==> config.mk <==
export PLATFORM = sky130hd
export DESIGN_NAME = dual_pia_register_block_top
export DESIGN_NICKNAME = d
export VERILOG_FILES = /design/src/dpia_pkg.sv /design/src/dpia_in_stage.sv /design/src/dpia_core.sv /design/src/dual_pia_register_block_top.sv
export SDC_FILE = /design/constraint.sdc
export NUM_CORES = 1
export LEC_CHECK = 0
export BUFFER_PORTS_ARGS = -buffer_cell sky130_fd_sc_hd__buf_4
export CORE_AREA = 5 5 190 192
export CTS_BUF_LIST = sky130_fd_sc_hd__clkbuf_4
export CTS_CLUSTER_DIAMETER = 50
export CTS_CLUSTER_SIZE = 25
export DETAILED_ROUTE_END_ITERATION = 16
export DIE_AREA = 0 0 195 197
export GPL_TIMING_DRIVEN = 1
export PLACE_DENSITY = 0.4
export SETUP_SLACK_MARGIN = 0.5
export SLEW_MARGIN = 20
export SYNTH_ARGS = -nofsm -noshare
export SYNTH_HDL_FRONTEND = slang
export SYNTH_SLANG_ARGS = --single-unit
==> constraint.sdc <==
create_clock -name clk -period 2.5 [get_ports clk]
set_input_delay 0.75 -clock clk [delete_from_list [all_inputs] [get_ports clk]]
set_output_delay 0.75 -clock clk [all_outputs]
set_load 0.02 [all_outputs]
==> src/dpia_pkg.sv <==
// Package for the dual peripheral adapter register block.
// Holds request codes, register offsets and the structs shared by the modules.
// Depends on nothing.
`default_nettype none

package dpia_pkg;

    localparam int unsigned S_DATA_W = 24;
    localparam int unsigned S_USER_W = 2;
    localparam int unsigned M_DATA_W = 56;
    localparam int unsigned CFG_IDX_W = 2;
    localparam int unsigned CFG_DATA_W = 1;

    typedef enum logic [1:0] {
        REQ_READ  = 2'd0,
        REQ_WRITE = 2'd1,
        REQ_HSYNC = 2'd2,
        REQ_VSYNC = 2'd3
    } req_kind_t;

    localparam logic [1:0] EDGE_FALL = 2'd0;
    localparam logic [1:0] EDGE_RISE = 2'd1;
    localparam logic [1:0] EDGE_ANY  = 2'd2;

    localparam logic [1:0] OFS_ADATA = 2'd0;
    localparam logic [1:0] OFS_ACTRL = 2'd1;
    localparam logic [1:0] OFS_BDATA = 2'd2;
    localparam logic [1:0] OFS_BCTRL = 2'd3;

    localparam logic [CFG_IDX_W-1:0] CFG_FAST_LOAD      = 2'd0;
    localparam logic [CFG_IDX_W-1:0] CFG_CART_INSERTED  = 2'd1;
    localparam logic [CFG_IDX_W-1:0] CFG_CART_AUTOSTART = 2'd2;

    localparam logic [7:0] CTRL_KEEP = 8'h3F;
    localparam logic [7:0] FLAG_HIGH = 8'h80;

    typedef struct packed {
        req_kind_t   req_type;
        logic [2:0]  addr;
        logic [7:0]  wdata;
        logic [1:0]  edge_req;
        logic [7:0]  key_pins;
        logic        cassette_in;
    } req_t;

    typedef struct packed {
        logic fast_load;
        logic cart_inserted;
        logic cart_autostart;
    } cfg_t;

    typedef struct packed {
        logic [7:0] rdata;
        logic       hsync_irq;
        logic       vsync_irq;
        logic       cart_firq;
        logic [7:0] column_drive;
        logic [1:0] mux_select;
        logic       motor_on;
        logic [4:0] video_mode;
        logic [6:0] audio_dac;
        logic [7:0] cassette_out;
        logic [7:0] sound_level;
        logic       printer_bit;
    } res_t;

endpackage

`default_nettype wire

==> src/dpia_in_stage.sv <==
// Input register for request words.
// Unpacks tdata/tuser into a request struct; uses dpia_pkg.
`default_nettype none

module dpia_in_stage (
    input  wire logic                          clk,
    input  wire logic                          rst_n,
    input  wire logic                          s_tvalid,
    output logic                               s_tready,
    input  wire logic [dpia_pkg::S_DATA_W-1:0] s_tdata,
    input  wire logic [dpia_pkg::S_USER_W-1:0] s_tuser,
    input  wire logic                          out_free,
    output logic                               adv,
    output dpia_pkg::req_t                     req
);
    import dpia_pkg::*;

    logic valid_reg;
    logic valid_next;
    req_t req_reg;
    req_t req_in;

    assign adv      = valid_reg && out_free;
    assign s_tready = !valid_reg || adv;
    assign req      = req_reg;

    always_comb
    begin
        req_in.req_type    = req_kind_t'(s_tuser[1:0]);
        req_in.addr        = s_tdata[2:0];
        req_in.wdata       = s_tdata[10:3];
        req_in.edge_req    = s_tdata[12:11];
        req_in.key_pins    = s_tdata[20:13];
        req_in.cassette_in = s_tdata[21];
        valid_next         = (s_tvalid && s_tready) || (valid_reg && !adv);
    end

    always_ff @(posedge clk or negedge rst_n)
    begin
        if (!rst_n)
        begin
            valid_reg <= 1'b0;
        end
        else
        begin
            valid_reg <= valid_next;
        end
    end

    always_ff @(posedge clk)
    begin
        if (s_tvalid && s_tready)
        begin
            req_reg <= req_in;
        end
    end

endmodule

`default_nettype wire

==> src/dpia_core.sv <==
// Adapter register state and its single-pass update per request.
// Produces the result fields from the updated state; uses dpia_pkg.
`default_nettype none

module dpia_core (
    input  wire logic  clk,
    input  wire logic  rst_n,
    input  wire logic  adv,
    input  wire dpia_pkg::req_t req,
    input  wire dpia_pkg::cfg_t cfg,
    output dpia_pkg::res_t res
);
    import dpia_pkg::*;

    logic [7:0] first_regs_reg [4];
    logic [7:0] first_regs_next [4];
    logic [7:0] first_dirs_reg [2];
    logic [7:0] first_dirs_next [2];
    logic [7:0] second_regs_reg [4];
    logic [7:0] second_regs_next [4];
    logic [7:0] second_dirs_reg [2];
    logic [7:0] second_dirs_next [2];
    logic [6:0] dac_level_reg;
    logic [6:0] dac_level_next;
    logic [7:0] tape_level_reg;
    logic [7:0] tape_level_next;
    logic       beep_bit_reg;
    logic       beep_bit_next;
    logic [2:0] irq_lines_reg;
    logic [2:0] irq_lines_next;

    logic [7:0] rd;
    logic [1:0] off;
    logic [1:0] mux_cur;
    logic [7:0] bdata;
    logic       hit;

    always_comb
    begin
        first_regs_next  = first_regs_reg;
        first_dirs_next  = first_dirs_reg;
        second_regs_next = second_regs_reg;
        second_dirs_next = second_dirs_reg;
        dac_level_next   = dac_level_reg;
        tape_level_next  = tape_level_reg;
        beep_bit_next    = beep_bit_reg;
        irq_lines_next   = irq_lines_reg;
        rd      = 8'h00;
        hit     = 1'b0;
        bdata   = req.wdata & second_dirs_reg[1];
        off     = req.addr[1:0];
        mux_cur = {first_regs_reg[OFS_BCTRL][3], first_regs_reg[OFS_ACTRL][3]};

        case (req.req_type)
            REQ_READ:
            begin
                if (!req.addr[2])
                begin
                    case (off)
                        OFS_ADATA:
                        begin
                            if (!first_regs_reg[OFS_ACTRL][2])
                            begin
                                rd = first_dirs_reg[0];
                            end
                            else
                            begin
                                first_regs_next[OFS_ACTRL] = first_regs_reg[OFS_ACTRL] & CTRL_KEEP;
                                irq_lines_next[0] = 1'b0;
                                rd = req.key_pins;
                            end
                        end
                        OFS_BDATA:
                        begin
                            if (!first_regs_reg[OFS_BCTRL][2])
                            begin
                                rd = first_dirs_reg[1];
                            end
                            else
                            begin
                                first_regs_next[OFS_BCTRL] = first_regs_reg[OFS_BCTRL] & CTRL_KEEP;
                                irq_lines_next[1] = 1'b0;
                                rd = first_regs_reg[OFS_BDATA] & first_dirs_reg[1];
                            end
                        end
                        default:
                        begin
                            rd = first_regs_reg[off];
                        end
                    endcase
                end
                else
                begin
                    case (off)
                        OFS_ADATA:
                        begin
                            if (!second_regs_reg[OFS_ACTRL][2])
                            begin
                                rd = second_dirs_reg[0];
                            end
                            else
                            begin
                                second_regs_next[OFS_ACTRL] =
                                    second_regs_reg[OFS_ACTRL] & CTRL_KEEP;
                                rd = second_regs_reg[OFS_ADATA];
                                if (cfg.fast_load)
                                begin
                                    rd[0] = req.cassette_in;
                                end
                            end
                        end
                        OFS_BDATA:
                        begin
                            if (!second_regs_reg[OFS_BCTRL][2])
                            begin
                                rd = second_dirs_reg[1];
                            end
                            else
                            begin
                                second_regs_next[OFS_BCTRL] =
                                    second_regs_reg[OFS_BCTRL] & CTRL_KEEP;
                                irq_lines_next[2] = 1'b0;
                                rd = second_regs_reg[OFS_BDATA] & second_dirs_reg[1];
                            end
                        end
                        default:
                        begin
                            rd = second_regs_reg[off];
                        end
                    endcase
                end
            end
            REQ_WRITE:
            begin
                if (!req.addr[2])
                begin
                    case (off)
                        OFS_ADATA:
                        begin
                            if (first_regs_reg[OFS_ACTRL][2])
                            begin
                                first_regs_next[OFS_ADATA] = req.wdata;
                            end
                            else
                            begin
                                first_dirs_next[0] = req.wdata;
                            end
                        end
                        OFS_BDATA:
                        begin
                            if (first_regs_reg[OFS_BCTRL][2])
                            begin
                                first_regs_next[OFS_BDATA] = req.wdata;
                            end
                            else
                            begin
                                first_dirs_next[1] = req.wdata;
                            end
                        end
                        default:
                        begin
                            first_regs_next[off] = req.wdata & CTRL_KEEP;
                        end
                    endcase
                end
                else
                begin
                    case (off)
                        OFS_ADATA:
                        begin
                            if (second_regs_reg[OFS_ACTRL][2])
                            begin
                                second_regs_next[OFS_ADATA] = req.wdata;
                                if (mux_cur == 2'd0)
                                begin
                                    if (second_regs_reg[OFS_BCTRL][3])
                                    begin
                                        dac_level_next = {req.wdata[7:2], 1'b0};
                                    end
                                    else
                                    begin
                                        tape_level_next = {req.wdata[7:2], 2'b00};
                                    end
                                end
                            end
                            else
                            begin
                                second_dirs_next[0] = req.wdata;
                            end
                        end
                        OFS_BDATA:
                        begin
                            if (second_regs_reg[OFS_BCTRL][2])
                            begin
                                second_regs_next[OFS_BDATA] = bdata;
                                beep_bit_next = bdata[1];
                            end
                            else
                            begin
                                second_dirs_next[1] = req.wdata;
                            end
                        end
                        default:
                        begin
                            second_regs_next[off] = req.wdata & CTRL_KEEP;
                        end
                    endcase
                end
            end
            REQ_HSYNC:
            begin
                hit = (req.edge_req == EDGE_ANY)
                    || (req.edge_req == EDGE_FALL && !first_regs_reg[OFS_ACTRL][1])
                    || (req.edge_req == EDGE_RISE && first_regs_reg[OFS_ACTRL][1]);
                if (hit)
                begin
                    first_regs_next[OFS_ACTRL] = first_regs_reg[OFS_ACTRL] | FLAG_HIGH;
                    if (first_regs_reg[OFS_ACTRL][0])
                    begin
                        irq_lines_next[0] = 1'b1;
                    end
                end
            end
            REQ_VSYNC:
            begin
                if (cfg.cart_inserted && cfg.cart_autostart)
                begin
                    second_regs_next[OFS_BCTRL] = second_regs_reg[OFS_BCTRL] | FLAG_HIGH;
                    irq_lines_next[2] = second_regs_reg[OFS_BCTRL][0];
                end
                hit = (req.edge_req == EDGE_FALL && !first_regs_reg[OFS_BCTRL][1])
                    || (req.edge_req == EDGE_RISE && first_regs_reg[OFS_BCTRL][1]);
                if (hit)
                begin
                    first_regs_next[OFS_BCTRL] = first_regs_reg[OFS_BCTRL] | FLAG_HIGH;
                    if (first_regs_reg[OFS_BCTRL][0])
                    begin
                        irq_lines_next[1] = 1'b1;
                    end
                end
            end
            default:
            begin
                rd = 8'h00;
            end
        endcase
    end

    always_comb
    begin
        res.rdata        = rd;
        res.hsync_irq    = irq_lines_next[0];
        res.vsync_irq    = irq_lines_next[1];
        res.cart_firq    = irq_lines_next[2];
        res.column_drive = first_regs_next[OFS_BDATA] | ~first_dirs_next[1];
        res.mux_select   = {first_regs_next[OFS_BCTRL][3], first_regs_next[OFS_ACTRL][3]};
        res.motor_on     = second_regs_next[OFS_ACTRL][3];
        res.video_mode   = second_regs_next[OFS_BDATA][7:3];
        res.audio_dac    = dac_level_next;
        res.cassette_out = tape_level_next;
        res.sound_level  = {beep_bit_next, 7'b0};
        res.printer_bit  = second_regs_next[OFS_ADATA][1];
    end

    always_ff @(posedge clk or negedge rst_n)
    begin
        if (!rst_n)
        begin
            for (int i = 0; i < 4; i++)
            begin
                first_regs_reg[i]  <= 8'h00;
                second_regs_reg[i] <= 8'h00;
            end
            for (int i = 0; i < 2; i++)
            begin
                first_dirs_reg[i]  <= 8'h00;
                second_dirs_reg[i] <= 8'h00;
            end
            dac_level_reg  <= 7'h00;
            tape_level_reg <= 8'h00;
            beep_bit_reg   <= 1'b0;
            irq_lines_reg  <= 3'b000;
        end
        else if (adv)
        begin
            first_regs_reg  <= first_regs_next;
            first_dirs_reg  <= first_dirs_next;
            second_regs_reg <= second_regs_next;
            second_dirs_reg <= second_dirs_next;
            dac_level_reg   <= dac_level_next;
            tape_level_reg  <= tape_level_next;
            beep_bit_reg    <= beep_bit_next;
            irq_lines_reg   <= irq_lines_next;
        end
    end

endmodule

`default_nettype wire

==> src/dual_pia_register_block_top.sv <==
// Top level of the dual peripheral adapter register block.
// Instantiates dpia_in_stage and dpia_core; uses dpia_pkg.
//
// Usage:
//   Requests enter on the s_ channel: tuser carries the request kind (bus
//   read, bus write, horizontal sync edge, vertical sync edge), tdata the
//   address, write byte, edge polarity, keyboard rows and cassette bit.
//   Every request yields one word on the m_ channel: the read byte (zero
//   for other kinds) plus the interrupt lines and output levels after the
//   update.
//   Each word is registered first in the input register, then the update logic
//   loads the output register that drives m_tvalid. Throughput is one word per
//   cycle while the receiver does not stall; the adapter state is updated in
//   the same edge that loads the output register.
//   When the receiver stalls, the output word holds and the input register
//   still takes one more word; s_tready then drops until m_tready returns.
//   Configuration is written through cfg_we/cfg_index/cfg_wdata while idle.
//   Reset clears all adapter registers, levels and interrupt lines, sets
//   fast load and cartridge present off and cartridge autostart on.
`default_nettype none

module dual_pia_register_block_top (
    input  wire logic                            clk,
    input  wire logic                            rst_n,
    input  wire logic                            s_tvalid,
    output logic                                 s_tready,
    // addr[2:0], wdata[10:3], edge_req[12:11], key_pins[20:13], cassette_in[21], zero
    input  wire logic [dpia_pkg::S_DATA_W-1:0]   s_tdata,
    // req_type[1:0]
    input  wire logic [dpia_pkg::S_USER_W-1:0]   s_tuser,
    output logic                                 m_tvalid,
    input  wire logic                            m_tready,
    // rdata[7:0], hsync_irq[8], vsync_irq[9], cart_firq[10], column_drive[18:11],
    // mux_select[20:19], motor_on[21], video_mode[26:22], audio_dac[33:27],
    // cassette_out[41:34], sound_level[49:42], printer_bit[50], zero
    output logic [dpia_pkg::M_DATA_W-1:0]        m_tdata,
    input  wire logic                            cfg_we,
    input  wire logic [dpia_pkg::CFG_IDX_W-1:0]  cfg_index,
    input  wire logic [dpia_pkg::CFG_DATA_W-1:0] cfg_wdata
);
    import dpia_pkg::*;

    logic  adv;
    logic  out_free;
    req_t  req;
    res_t  res;
    cfg_t  cfg_reg;
    cfg_t  cfg_next;
    logic  out_valid_reg;
    logic  out_valid_next;
    logic [M_DATA_W-1:0] out_data_reg;
    logic [M_DATA_W-1:0] out_data_next;

    assign out_free = !out_valid_reg || m_tready;
    assign m_tvalid = out_valid_reg;
    assign m_tdata  = out_data_reg;

    dpia_in_stage u_in (
        .clk      (clk),
        .rst_n    (rst_n),
        .s_tvalid (s_tvalid),
        .s_tready (s_tready),
        .s_tdata  (s_tdata),
        .s_tuser  (s_tuser),
        .out_free (out_free),
        .adv      (adv),
        .req      (req)
    );

    dpia_core u_core (
        .clk   (clk),
        .rst_n (rst_n),
        .adv   (adv),
        .req   (req),
        .cfg   (cfg_reg),
        .res   (res)
    );

    always_comb
    begin
        cfg_next = cfg_reg;
        if (cfg_we)
        begin
            case (cfg_index)
                CFG_FAST_LOAD:      cfg_next.fast_load      = cfg_wdata[0];
                CFG_CART_INSERTED:  cfg_next.cart_inserted  = cfg_wdata[0];
                CFG_CART_AUTOSTART: cfg_next.cart_autostart = cfg_wdata[0];
                default:            cfg_next = cfg_reg;
            endcase
        end
        out_data_next = {5'b0, res.printer_bit, res.sound_level, res.cassette_out,
                         res.audio_dac, res.video_mode, res.motor_on, res.mux_select,
                         res.column_drive, res.cart_firq, res.vsync_irq,
                         res.hsync_irq, res.rdata};
        out_valid_next = adv || (out_valid_reg && !m_tready);
    end

    always_ff @(posedge clk or negedge rst_n)
    begin
        if (!rst_n)
        begin
            cfg_reg       <= '{fast_load: 1'b0, cart_inserted: 1'b0, cart_autostart: 1'b1};
            out_valid_reg <= 1'b0;
        end
        else
        begin
            cfg_reg       <= cfg_next;
            out_valid_reg <= out_valid_next;
        end
    end

    always_ff @(posedge clk)
    begin
        if (adv)
        begin
            out_data_reg <= out_data_next;
        end
    end

endmodule

`default_nettype wire

## After elaboration in Yosys (flattened, before gate mapping)

Index checks and enable logic that the tools add are counted.

| operators by class | value |
|---|---|
| add/sub/neg operators | 0 |
| multiply operators | 0 |
| divide/modulo/power cells | 0 |
| order comparisons | 2 |
| eq/ne operators | 25 |
| shift-type cells | 0 |
| multiplexer cells | 89 |
| bitwise gates (word level) | 16 |
| reduce and logical (&&, ||, !) cells | 56 |

Operators by type and width:

| operator | count |
|---|---|
| $mux W8 | 45 |
| $pmux W8 S2 | 7 |
| $pmux W8 S3 | 3 |
| $bwmux W32 | 2 |
| $reduce_and A8 Y1 | 6 |
| $mux W7 | 6 |
| $reduce_and A5 Y1 | 7 |
| $bmux W8 S2 | 2 |
| $reduce_and A7 Y1 | 4 |
| $mux W26 | 1 |
| $and A8 B8 Y8 | 3 |
| $mux W24 | 1 |
| $reduce_and A6 Y1 | 4 |
| $ne A2 B1 Y1 const B | 10 |
| $mux W1 | 17 |
| $demux W8 S2 | 1 |
| $ne A2 B2 Y1 const B | 7 |
| $eq A2 B2 Y1 const B | 5 |
| $logic_and A1 B1 Y1 | 10 |
| $logic_not A2 Y1 | 5 |
| $not A1 Y1 | 10 |
| $not A8 Y8 | 1 |
| $or A8 B8 Y8 | 1 |
| $logic_or A1 B1 Y1 | 7 |
| other kinds (12) | 23 |

| word-level totals | value |
|---|---|
| flip-flop bits (word level) | 188 |
| latch bits | 0 |
| memory bits (writable) | 0 |
| memory bits (read-only) | 0 |
| memories kept | 0 |

## Logic depth before layout (Yosys ltp)

Gate-level depths: netlist of the first run.

| logic depth | value |
|---|---|
| depth in word-level cells | 10 |
| gate-level depth with buffers | 9 |

## Hierarchy

A second synthesis of the first run with hierarchy kept.

| unflattened totals | value |
|---|---|
| cells, all modules | 696 |
| area, all modules | 8632.0 um^2 |

By module, submodules not included:

| module | instances | cells an instance | area each (um^2) |
|---|---|---|---|
| dpia_core | 1 | 598 | 6103.4 |
| dual_pia_register_block_top | 1 | 69 | 1747.9 |
| dpia_in_stage | 1 | 29 | 780.7 |

## Worst setup path after synthesis of the first run

No wires, ideal clock.

| path | value |
|---|---|
| path type | input-to-reg |
| from | in m_tready |
| to | reg u_core.second_dirs_reg[0] in the netlist's numbering |
| arrival time | 2.634 ns |
| required time | 2.375 ns |
| path slack | -0.259 ns |
| cell stages on the path | 6 |
| path through | nand2b_1 > nand2_1 > inv_1 > buf_2 > nand4_1 > mux2_2 |

| on the way | value |
|---|---|
| cells in the longest elaborated chain, start to end | 3 |

Ends and longest elaborated chain:

| item | RTL line | text |
|---|---|---|
| from (decl) | dual_pia_register_block_top.sv:32 | `input wire logic m_tready,` |
| $logic_or A1 B1 Y1 | dual_pia_register_block_top.sv:54 | `assign out_free = !out_valid_reg \|\| m_tready;` |
| $logic_and A1 B1 Y1 | dpia_in_stage.sv:23 | `assign adv = valid_reg && out_free;` |
| $reduce_and A5 Y1 (no source line) | -- |  |
| to (signal assigned) | dpia_core.sv:289 | `second_dirs_reg <= second_dirs_next;` |
| to (decl) | dpia_core.sv:21 | `logic [7:0] second_dirs_reg [2];` |

No other way between the ends.
A chain may end at the register's enable or synchronous reset.

## Final worst setup path of the first run

| path | value |
|---|---|
| from | reg out_valid_reg (netlist: m_tvalid) |
| to | out s_tready |

| on the way | value |
|---|---|
| cells in the longest elaborated chain, start to end | 4 |

Ends and longest elaborated chain:

| item | RTL line | text |
|---|---|---|
| from (decl) | dual_pia_register_block_top.sv:49 | `logic out_valid_reg;` |
| from (signal assigned) | dual_pia_register_block_top.sv:108 | `out_valid_reg <= out_valid_next;` |
| $logic_not A1 Y1 | dual_pia_register_block_top.sv:54 |  |
| $logic_or A1 B1 Y1 | dual_pia_register_block_top.sv:54 |  |
| $logic_and A1 B1 Y1 | dpia_in_stage.sv:23 |  |
| $logic_or A1 B1 Y1 | dpia_in_stage.sv:24 | `assign s_tready = !valid_reg \|\| adv;` |
| to (decl) | dual_pia_register_block_top.sv:26 | `output logic s_tready,` |

No other way between the ends.

==> results of run 1 <==
[cells by family after synthesis]
logic type | synth area share [%]
fa+ha+maj | 0.744
buf+inv | 4.09
mux | 14.8
simple gates | 9.60
other cells | 0.0446
compound gates | 12.8
flops | 57.6
xor+xnor | 0.208
[per-stage QoR]
stage / cells / cell area [um^2] / hold WS, ns
after floorplan: 689 / 8540 / 0.441
after global placement: 1209 / 9740 / 0.461
after detailed placement: 1209 / 9740 / 0.467
after CTS: 1262 / 10400 / 0.229
after global routing: 1281 / 10800 / 0.206
final: 1281 / 10800 / 0.296
[power by group through the flow]
stage               Clock [mW]  Sequential [mW]  Combinational (mW)
CTS                       1.77             3.67                1.39
detailed placement           0             3.74                1.29
floorplan                    0             3.68               0.809
global route              1.87             3.71                1.60
global placement             0             3.73                1.28
finish                    1.69             3.67                1.47
[critical path, cell delays in order, from the launching register on]
cell                      delay (ns)
sky130_fd_sc_hd__dfrtp_1        0.37
sky130_fd_sc_hd__nor2b_4        0.15
sky130_fd_sc_hd__nand2_2        0.07
sky130_fd_sc_hd__buf_6          0.14
[synth_stat cells (all sizes together), types with 3 or more instances]
master / n
ha: 5
nor2b: 8
nand2b: 9
a22oi: 3
or3: 5
clkbuf: 31
nand2: 59
a22o: 28
mux2: 77
a2bb2oi: 8
dfrtp: 111
nor4: 6
edfxtp: 68
a31oi: 3
mux2i: 38
o22ai: 7
nor4b: 3
inv: 17
nor2: 14
o31a: 5
and2: 9
buf: 26
o21ai: 37
o211ai: 11
o41ai: 5
nand3b: 4
a21o: 15
nor3b: 3
a21oi: 12
nand4: 6
nand3: 7
nor3: 6
a211o: 3
[how the worst max path moves through the flow]
stage	end	cells past startpoint	start
final	s_tready	3	m_tvalid$_DFF_PN0_
after global routing	s_tready	3	m_tvalid$_DFF_PN0_
after CTS	s_tready	3	m_tvalid$_DFF_PN0_
after detailed placement	u_core.first_dirs_reg[14]$_DFFE_PN0P_	6	m_tready
after global placement	u_core.first_regs_reg[18]$_DFFE_PN0P_	5	u_in.req[22]$_DFFE_PP_
after floorplan	u_core.second_dirs_reg[0]$_DFFE_PN0P_	6	m_tready
[final cells by class]
cell class | count | area share (%)
clock buffer | 17 | 1.18
clock inverter | 15 | 1.46
tap | 455 | 5.26
inverter | 19 | 0.717
multi-input combinational | 433 | 33.6
timing repair buffer | 160 | 13.0
antenna | 2 | 0.0462
sequential | 180 | 44.8
[timing repair]
item	4_1_cts	5_1_grt
gates resized for setup	47	63
hold buffers	1	0
endpoints found under the hold margin	10	0
pin swaps	10	19
setup endpoints to repair	117	127
buffers inserted	20	17
[metal layers]
metal	vias up	share of wire (%)	GRT usage (%)
met5	-	0	0
met4	0	1.3	3.52
met3	21	3.6	2.31
met2	128	49	21.2
met1	2966	46	17.6
li1	2770	-	-
==> results.md, run 1 <==
Critical path:
- The endpoint identified for the worst register-to-register timing path is u_core.first_regs_reg[6]$_DFFE_PN0P_.
- The reg-to-reg startpoint is u_in.req[22]$_DFFE_PP_.
- STA puts the critical path data arrival time at approximately 1.3 ns.
- Along the worst path, the maximum fanout reaches 2.
- Setup slack on the worst reg-to-reg path comes out at 0.47 ns.
- The depth of the worst register-to-register path is 5.
- The critical path endpoint category is an output port.
- The category of the most critical setup path is register to output port.
- For the worst setup path, the data required time is 1.75 ns.
- STA classifies the critical path startpoint as a register.

Route:
- The total vias in the final route is 5885.
- Once detail routing completed, the nets flagged for antenna violations numbered 0.
- The number of design-rule violations left by the first detailed-router iteration is ~320.
- The via density per instance is 4.59.
- The wire length after detailed routing is roughly 25000 um.
- The detailed-routing iteration count for the pre-antenna-repair pass is 4.
- For this run, design rule violations remaining after detail routing come to 0.
- Dividing the detail-routed wire length by the instance count gives 19.4 um.

STA:
- The final worst-path cycle share is 82.6%.
- The worst path needs between 2 and 2.5 ns of the cycle, external delays included.
- The max-slew headroom at the worst pin is 51.1%.
- The setup TNS is 0 ns.
- The transition time at the pin with the least slew margin is around 0.73 ns.
- The worst path meets setup with 0.436 ns of slack.
- The final count of hold timing violations is 0.
- Derived from the worst setup path, the maximum achievable clock frequency is 484 MHz.
- The count of final max-slew check failures came to 0.
- Setup repair after global routing could not meet its margin everywhere.
- The final worst clock skew is ~0.039 ns.
- Setup violations remaining at the end of the flow were counted as 0.

Global routing:
- The first global-routing pass estimated 37800 um of wire.
- The number of global-route vias before repair is 6018.
- The maximum number of pins on one net before global-route repair is 44.
- The aggregate global-route resource usage is between 10% and 20%.
- The number of antenna violations at the first check in global routing came to 2.
- After global routing the overflow that remains totals 0.

Worst hold path:
- In this run the most critical hold path is launched from s_tdata[10].
- The hold-critical path depth is 1.
- The tightest min-delay check is of the primary input to register type.
- The path with the worst hold slack has its endpoint at u_in.req[18]$_DFFE_PP_.

Cells and area:
- The number of nets in the final layout is 850.
- The number of flip-flops under the largest register name is 44.
- The filler cell count in the final layout is 3508.
- The layout overhead on the synthesized area is 28.7%.
- The library cell used most frequently in the layout, excluding fill and tap cells, is sky130_fd_sc_hd__buf_4.
- The post-route netlist has between 30% and 40% of its cells at a drive strength greater than 1.
- The multi-input combinational cell area is around 3600 um^2.
- Summing all flip-flop and latch instances after layout gives roughly 4800 um^2.
- In the layout the commonest cells are sky130_fd_sc_hd__buf_4, sky130_fd_sc_hd__dfrtp_1, sky130_fd_sc_hd__mux2_2.
- Cells fill between 30% and 40% of the core in the end.

Clocking:
- After clock tree synthesis, the clock-pin slew on the worst setup and hold paths is between 0.15 and 0.2 ns.
- Counting the buffers created by CTS gives 17.
- TritonCTS built the clock tree.
- The clock sink count is 180.
- In this run the clock root is driven by a sky130_fd_sc_hd__clkbuf_4.
- The maximum clock insertion buffer count is 2.
- The source-to-sink clock delay at the later pin of the worst-skew pair is 0.62 ns.
- The maximum level of the CTS H-tree is 4.

Floorplanning:
- The die footprint is 38400 um^2.
- The number of top-level pins is 92.
- The placeable core area is between 30000 and 40000 um^2.
- The overall die height is roughly 200 um.
- The initial core utilization is roughly a quarter.
- After floorplanning, the core was divided into 68 placement rows.
- The width of the die is 195 um.

Synthesis:
- The cell type with the highest aggregate area in the netlist is sky130_fd_sc_hd__dfrtp_1.
- The post-synthesis instance total is 678.
- The mean instance size in the synthesized netlist is 12.4 um^2.
- Yosys printed 0 warnings.
- In the post-synthesis netlist, the biggest area contributors are sky130_fd_sc_hd__dfrtp_1, sky130_fd_sc_hd__edfxtp_1, sky130_fd_sc_hd__mux2_2.
- The most used flip-flop cell after synthesis is sky130_fd_sc_hd__dfrtp_1.
- The area share of the largest cell type after synthesis is 33.0%.
- Synthesis instantiated 64 different standard cells from the library.
- Counting flops with an async set or reset pin after synthesis yields a share of a little over 60%.
- The synthesized design contains 68 enable-type register cells.
- Summing every instance area after synthesis gives approximately 8400 um^2.
- The number of register bits inferred by synthesis is 180.
- The sequential cell area fraction in the yosys report is 57.6%.

Power:
- The register share of total power is between 50 and 60%.
- The total power is about 6.8 mW.
- The switching power as a share of total power is 33.0%.
- The analysis attributes to cell leakage a power of 4.68 nW.
- The internal portion of the total power is between 4 and 5 mW.
- The share of total power in the clock network is 24.7%.
- The cell area power density is 630 nW/um^2.
- Combinational logic is responsible for a little over a fifth of the overall power.
- In this run the power spent charging and discharging nets is 2.25 mW.
- VDD sags by at most approximately 0.27 mV.

Placed design:
- Routability-driven placement finished with a final weighted congestion of between 0.7 and 0.8.
- The worst slack after detailed placement is 0.158 ns.
- The sum of net half-perimeters after detailed placement is 17500 um.
- Buffers placed on the I/O ports in this run total 77.

Run status:
- The run finished with clean final reports.

Job:
- Max-cap violations in this run came to 0.
No activity file was read; power rests on OpenSTA's default activity.
==> run 2: changes to the inputs <==
PLACE_DENSITY = 0.38   (was 0.4)
clock period = 2 ns   (was 2.5 ns; I/O delays follow)
==> run 2 against run 1 <==
  * Design area grew 15%
  * The run now ends with setup timing left
  * Critical endpoint is now u_core.first_regs_reg[23]$_DFFE_PN0P_
  * Largest power group unchanged
  * Utilization grew 4.8 points
  * Critical path type is now register to register
  * Die area is the same
==> results.md, run 2 (synthesis gave the netlist of run 1 again) <==
Run status:
- The run finished, with violations left.
- The checks that failed: setup timing.

Clocking:
- TritonCTS built the clock tree.
- The tree built by TritonCTS fans out to 180 sinks.
- The clock root buffer is sky130_fd_sc_hd__clkbuf_4.
- Counting the buffers created by CTS gives 17.
- At the later pin of the worst-skew pair, clock insertion delay measures 0.62 ns.
- The maximum level of the CTS H-tree is 4.
- The clock edge transition at the registers on the reported setup and hold paths is ~0.16 ns.
- The clock passes through at most 2 buffers.

Route:
- Dividing the detail-routed via count by the number of cells gives 4.66.
- The total vias in the final route is 6275.
- The first routing iteration left 309 violations.
- The detailed-routing iteration count for the pre-antenna-repair pass is 4.
- The wire length after detailed routing is between 20000 and 30000 um.
- The count of nets left with antenna violations once routing finished came out at 0.
- The residual DRC count is 0.
- The final routed wire length divided by cell count is 21.3 um.

Placed design:
- Timing analysis after detailed placement gives a worst setup slack of -0.172 ns.
- The sum of net half-perimeters after detailed placement is 19300 um.
- The port buffer count is 77.
- The global placement routability congestion is 0.832.

Power:
- For this design the ratio of total power to cell area is 725 nW/um^2.
- The total power is 9.03 mW.
- The leakage component of the power is 5.54 nW.
- IR analysis of the VDD net gives a maximum drop of around 0.32 mV.

STA:
- The final worst hold slack is roughly 0.15 ns.
- The final count of hold timing violations came to 0.
- The final worst clock skew is 0.0359 ns.
- The transition time at the pin with the least slew margin is between 0.8 and 0.9 ns.
- The maximum clock frequency is just under 500 MHz.
- The final-report setup violation count is 2.
- The count of final max-slew check failures came to 0.
- Setup repair after global routing could not meet its margin everywhere.
- The final worst-path cycle share is 101%.
- The worst pin sits at a relative slew slack of 41.5%.
- The worst setup slack after layout is -0.0224 ns.
- Subtracting the final worst setup slack from the clock period gives 2.02 ns.

Worst hold path:
- The worst hold path belongs to the class primary input to register.

Global routing:
- Across every metal layer, demand over resource in global routing totals between 10% and 20%.
- The global routing met2 resource utilization is 25.5%.
- The total grt overflow is 0.
- The met3 track utilization from global routing is 2.09%.
- The met1 capacity usage during global routing is approximately 20%.
- The number of antenna violations at the first check in global routing is 2.
- The wire length of the first global-routing pass is 43700 um.
- The layer with the highest usage is met2.
- The number of global-route vias before repair was 6852.
- The maximum number of pins on one net before global-route repair is 53.

Cells and area:
- The top cell types in the final layout, fill and taps aside, are sky130_fd_sc_hd__dfrtp_1, sky130_fd_sc_hd__buf_4, sky130_fd_sc_hd__buf_6.
- Leaving out fill and tap cells, the most frequent cell in the layout is sky130_fd_sc_hd__dfrtp_1.
- The layout cell share with drive strength beyond 1 is 52.4%.
- The filler cell count in the final layout is 3410.
- The number of nets in the final layout is 916.
- The number of flip-flops under the largest register name is between 40 and 50.
- The layout overhead on the synthesized area is 48.1%.
- The share of the core filled with cells is 36.4%.

Critical path:
- The critical path data required time is 2.50 ns.
- The top fanout value on the critical path is 6.
- The startpoint of the most critical setup path is u_in.req[22]$_DFFE_PP_.
- The signal arrival time at the worst endpoint is 2.53 ns.
- The endpoint of the lowest-slack register-to-register path is u_core.first_regs_reg[23]$_DFFE_PN0P_.
- The reg-to-reg startpoint is u_in.req[22]$_DFFE_PP_.
- The critical path is of the register to register type.
- The critical path startpoint category is a register.
- The critical path ends at u_core.first_regs_reg[23]$_DFFE_PN0P_.
- Counting cells, the worst reg-to-reg path comes to 5.
- The register-to-register setup slack is -0.02 ns.
- The critical path endpoint category is a register.

Job:
- Across the run, the number of max-cap violations was 0.

Floorplanning:
- In this run the count of I/O pins placed on the die edge is 92.
- The placeable core area is 34200 um^2.
- The initial core utilization is 24.6%.
- The die footprint is 38400 um^2.
- In this run the vertical extent of the chip is 197 um.
- After floorplanning, the core was divided into 68 placement rows.
- The width of the die is 195 um.
==> run 2: how the worst min path moves through the flow <==
stage / cells past startpoint / to / slack, ns / start
after global routing: 1 / u_in.req[15]$_DFFE_PP_ / 0.09 / s_tdata[7]
after detailed placement: 1 / u_core.tape_level_reg[1]$_DFFE_PN0N_ / 0.46 / u_core.tape_level_reg[1]$_DFFE_PN0N_
after CTS: 1 / u_in.req[15]$_DFFE_PP_ / 0.09 / s_tdata[7]
final: 1 / u_in.req[15]$_DFFE_PP_ / 0.15 / s_tdata[7]
after floorplan: 0 / cfg_reg[1]$_DFFE_PN0P_ / 0.30 / rst_n
after global placement: 2 / u_core.second_regs_reg[10]$_DFFE_PN0P_ / 0.46 / u_core.second_regs_reg[10]$_DFFE_PN0P_
==> run 2: power breakdown <==
group          internal [mW]  total (mW)  switching, mW
combinational           1.26        2.41           1.15
clock                  0.549        2.01           1.47
sequential              4.26        4.61          0.347
total                   6.07        9.03           2.96
==> run 2: cell type report <==
cell class	count	area, um^2	share of cell area (%)
Antenna cell	3	7.51	0.0603
Clock buffer	18	135	1.08
Sequential cell	180	4850	38.9
Multi-Input combinational cell	433	4350	34.9
Tap cell	455	569	4.57
Inverter	19	86.3	0.693
Timing Repair Buffer	226	2340	18.8
Clock inverter	14	120	0.964
==> run 2: critical path, stage by stage (launching register included) <==
cell                       delay (ns)
sky130_fd_sc_hd__edfxtp_1        0.50
sky130_fd_sc_hd__ha_4            0.23
sky130_fd_sc_hd__nor2b_4         0.12
sky130_fd_sc_hd__or4_4           0.50
sky130_fd_sc_hd__o31a_1          0.26
sky130_fd_sc_hd__a311o_1         0.31
==> run 2: metal layers <==
| metal | routed length [um] | up-vias |
|---|---|---|
| met1 | 13200 | 3240 |
| met5 | 0 | - |
| li1 | - | 2899 |
| met3 | 583 | 30 |
| met2 | 14500 | 106 |
| met4 | 415 | 0 |
==> run 2: timing repair <==
action | 4_1_cts | 5_1_grt
pin swaps | 65 | 29
setup endpoints to repair | 241 | 227
endpoints found under the hold margin | 81 | 0
hold buffers | 1 | 0
gates cloned | 5 | 0
buffers inserted | 40 | 10
resized for setup | 318 | 49
==> run 2: stage by stage <==
stage | std cells | TNS, ns | instance area, um^2
after floorplan | 689 | 0 | 8690
after global placement | 1257 | -3.93 | 10200
after detailed placement | 1257 | -4.31 | 10200
after CTS | 1335 | -0.149 | 12200
after global routing | 1348 | -0.733 | 12500
final | 1348 | -0.0283 | 12500
==> run 3: changes to the inputs <==
CORE_AREA = 4 4 189 191   (was 5 5 190 192)
DIE_AREA = 0 0 193 195   (was 0 0 195 197)
PLACE_DENSITY = 0.45   (was 0.38)
==> run 3 against run 2 <==
  * The run still ends with setup timing left
  * Wire length shrank 6.8%
  * Hold slack gained 0.020 ns
  * Final cell count grew 1.0%
  * Sequential share of layout area shrank 1.0 points
  * Sequential power is essentially flat
  * Clock skew shrank 0.013 ns
  * Critical path type unchanged
  * Largest power group unchanged
==> results.md, run 3 (synthesis gave the netlist of run 1 again) <==
Run status:
- The run finished, with violations left.
- The final reports fail on setup timing.

Placed design:
- In this run, placement finished with an instance count of around 1.3k.
- The port buffer count is 77.
- Routability-driven placement finished with a final weighted congestion of 0.819.
- The wire-length estimate of the detail-placed layout is 17300 um.

Floorplanning:
- The die is 195 um tall.
- The initial utilization of the core area, before any placement, comes to 24.6%.
- Pin placement for this block handled 92 I/O pins.
- The total number of placement rows is 68.
- The die covers 37600 um^2.
- Measured along the x axis, the die boundary spans 193 um.
- The placeable core area is about 34000 um^2.

Worst hold path:
- The worst hold path endpoint is u_in.req[15]$_DFFE_PP_.
- The worst hold path begins at s_tdata[7].
- The hold-critical path depth is 1.
- The tightest min-delay check is of the primary input to register type.

Clocking:
- In this run the clock root is driven by a sky130_fd_sc_hd__clkbuf_4.
- The maximum clock insertion buffer count is 2.
- The TritonCTS buffer count is 17.
- TritonCTS built the clock tree.
- At the later pin of the worst-skew pair, clock insertion delay measures about 0.59 ns.
- The clock sink count is 180.
- After clock tree synthesis, the clock-pin slew on the worst setup and hold paths is 0.15 ns.
- The maximum level of the CTS H-tree is 4.

Critical path:
- The worst register-to-register path has a setup slack of -0.08 ns.
- The endpoint of the lowest-slack register-to-register path is u_core.first_regs_reg[19]$_DFFE_PN0N_.
- The critical path goes through buf_6 -> clkinvlp_4 -> ha_4 -> buf_6 -> or3_4 -> or3_4 -> a22o_1.
- Data arrives at the worst endpoint at 2.57 ns.
- The cell type group with the largest total delay on the critical path is simple AND/OR/NAND/NOR gates.
- Data on the critical path is required at its endpoint by ~2.5 ns.
- The reg-to-reg startpoint is u_in.req[22]$_DFFE_PP_.
- The top fanout value on the critical path is 4.
- Measured in cells, the most critical reg-to-reg path has a length of 7.
- On the critical path, the stage with the largest delay is an instance of sky130_fd_sc_hd__edfxtp_1.
- The worst setup path is launched from a register.
- Counting both buffers and inverters, the worst setup path holds a total of 3.
- The delay of the slowest cell on the worst path is 0.47 ns.
- The critical path endpoint category is a register.
- The category of the most critical setup path is register to register.

Cells and area:
- The most common cell after layout, fill and taps aside is sky130_fd_sc_hd__dfrtp_1.
- Once layout is complete, the utilization of the core stands at 37.5%.
- After the last flow step, the layout net total stands at 932.
- Compared with the post-synthesis result, the final layout area differs by 52.0%.
- Cells with a size suffix above 1 make up 53.1% of the layout.
- After the flow finishes, the layout carries non-filler instances totaling between 1k and 1.5k.
- In the layout the commonest cells are sky130_fd_sc_hd__dfrtp_1, sky130_fd_sc_hd__buf_4, sky130_fd_sc_hd__buf_6.
- The number of flip-flops under the largest register name is 44.

STA:
- The maximum clock frequency is between 400 and 500 MHz.
- The final count of hold timing violations is 0.
- The final worst hold slack is 0.171 ns.
- Setup repair after global routing could not meet its margin everywhere.
- The count of final max-slew check failures was 0.
- After layout, the worst setup slack is -0.0785 ns.
- Subtracting the final worst setup slack from the clock period gives 2.08 ns.
- Of the available clock period, the critical path in the final layout requires 104%.
- The final-report setup violation count is 9.
- The max-slew headroom at the worst pin is between 40% and 50%.
- The transition time at the pin with the least slew margin is 0.843 ns.
- Across the routed clock network, the largest skew measured is 0.0233 ns.

Route:
- The final routed wire length divided by cell count is around 20 um.
- The final route contains ~6.3k vias.
- For this block, the routed nets add up to 26800 um of wire.
- The number of design-rule violations left by the first detailed-router iteration is about 320.
- The detailed-routing iteration count for the pre-antenna-repair pass is 4.
- After detailed routing, the number of remaining DRC violations is 0.
- The detail route stage leaves a number of antenna-violating nets equal to 0.
- The via density per instance is roughly 4.6.

Power:
- Power spread over the standard cell area amounts to between 700 and 800 nW/um^2.
- The worst ir drop on vdd is 0.334 mV.
- In this run the static leakage power is 5.66 nW.

Job:
- The max-cap violation count is 0.

Global routing:
- The aggregate global-route resource usage is 13.8%.
- The number of antenna violations at the first check in global routing is 1.
- The number of global-route vias before repair came to 6512.
- For this run the aggregate overflow at the end of global routing stands at 0.
- Entering global routing, the biggest net connects 44 pins.
- The first global-routing pass estimated 40000 um of wire.
run 3: cell types whose count changed in the layout (fill, tap and decap cells not counted), sizes merged:
cell / change
clkbuf: +1
and2: +2
clkinv: -3
diode: -2
buf: +14
bufinv: +2
inv: -3
clkinvlp: +3
run 3: worst max path at each step:
stage                      startpoint                                     to  slack (ns)  depth (start not counted)
2_1_floorplan  u_in.req[23]$_DFFE_PP_  u_core.second_regs_reg[2]$_DFFE_PN0P_        0.02                          5
4_1_cts            m_tvalid$_DFF_PN0_                               s_tready       -0.04                          4
3_5_place_dp   u_in.req[22]$_DFFE_PP_  u_core.second_regs_reg[2]$_DFFE_PN0P_       -0.16                          5
6_report       u_in.req[22]$_DFFE_PP_  u_core.first_regs_reg[19]$_DFFE_PN0N_       -0.08                          7
3_3_place_gp   u_in.req[22]$_DFFE_PP_  u_core.second_regs_reg[2]$_DFFE_PN0P_       -0.14                          5
5_1_grt        u_in.req[22]$_DFFE_PP_  u_core.first_regs_reg[18]$_DFFE_PN0P_       -0.14                          9
run 3: cell type report:
type	count	area, um^2
diodes	1	2.50
clock buffers	19	143
clock inverters	13	144
fillers	3323	21300
inverters	19	81.3
multi-input cells	435	4360
flip-flops and latches	180	4850
well taps	455	569
repair buffers	240	2630
run 3: power by group:
| group | switching [mW] | leakage, nW | internal [mW] | total [mW] |
|---|---|---|---|---|
| clock network | 1.37 | 0.156 | 0.790 | 2.16 |
| logic | 1.13 | 3.46 | 1.32 | 2.45 |
| registers | 0.358 | 2.05 | 4.26 | 4.62 |
run 3: timing repair:
| action | 4_1_cts | 5_1_grt |
|---|---|---|
| hold buffers | 1 | 0 |
| buffers inserted | 39 | 28 |
| gates cloned | 7 | 2 |
| setup endpoints to repair | 237 | 252 |
| resized for setup | 267 | 109 |
| pin swaps | 54 | 48 |
| endpoints found under the hold margin | 16 | 0 |
run 3: routing by layer:
layer	up-vias	wire length [um]	global-route usage (%)
met1	3244	12000	18.7
met4	0	368	3.51
met5	-	0	0
met2	111	13600	23.2
li1	2932	-	-
met3	18	806	2.16
run 3: per-stage QoR:
step / area, um^2 / total power, mW / TNS (ns) / setup slack, ns
detailed placement: 10200 / 6.43 / -2.95 / -0.155
finish: 12800 / 9.23 / -0.217 / -0.0785
global route: 12800 / 9.70 / -1.40 / -0.141
floorplan: 8690 / 5.65 / 0 / 0.0188
CTS: 12100 / 9.12 / -0.160 / -0.0407
global placement: 10200 / 6.41 / -2.75 / -0.138
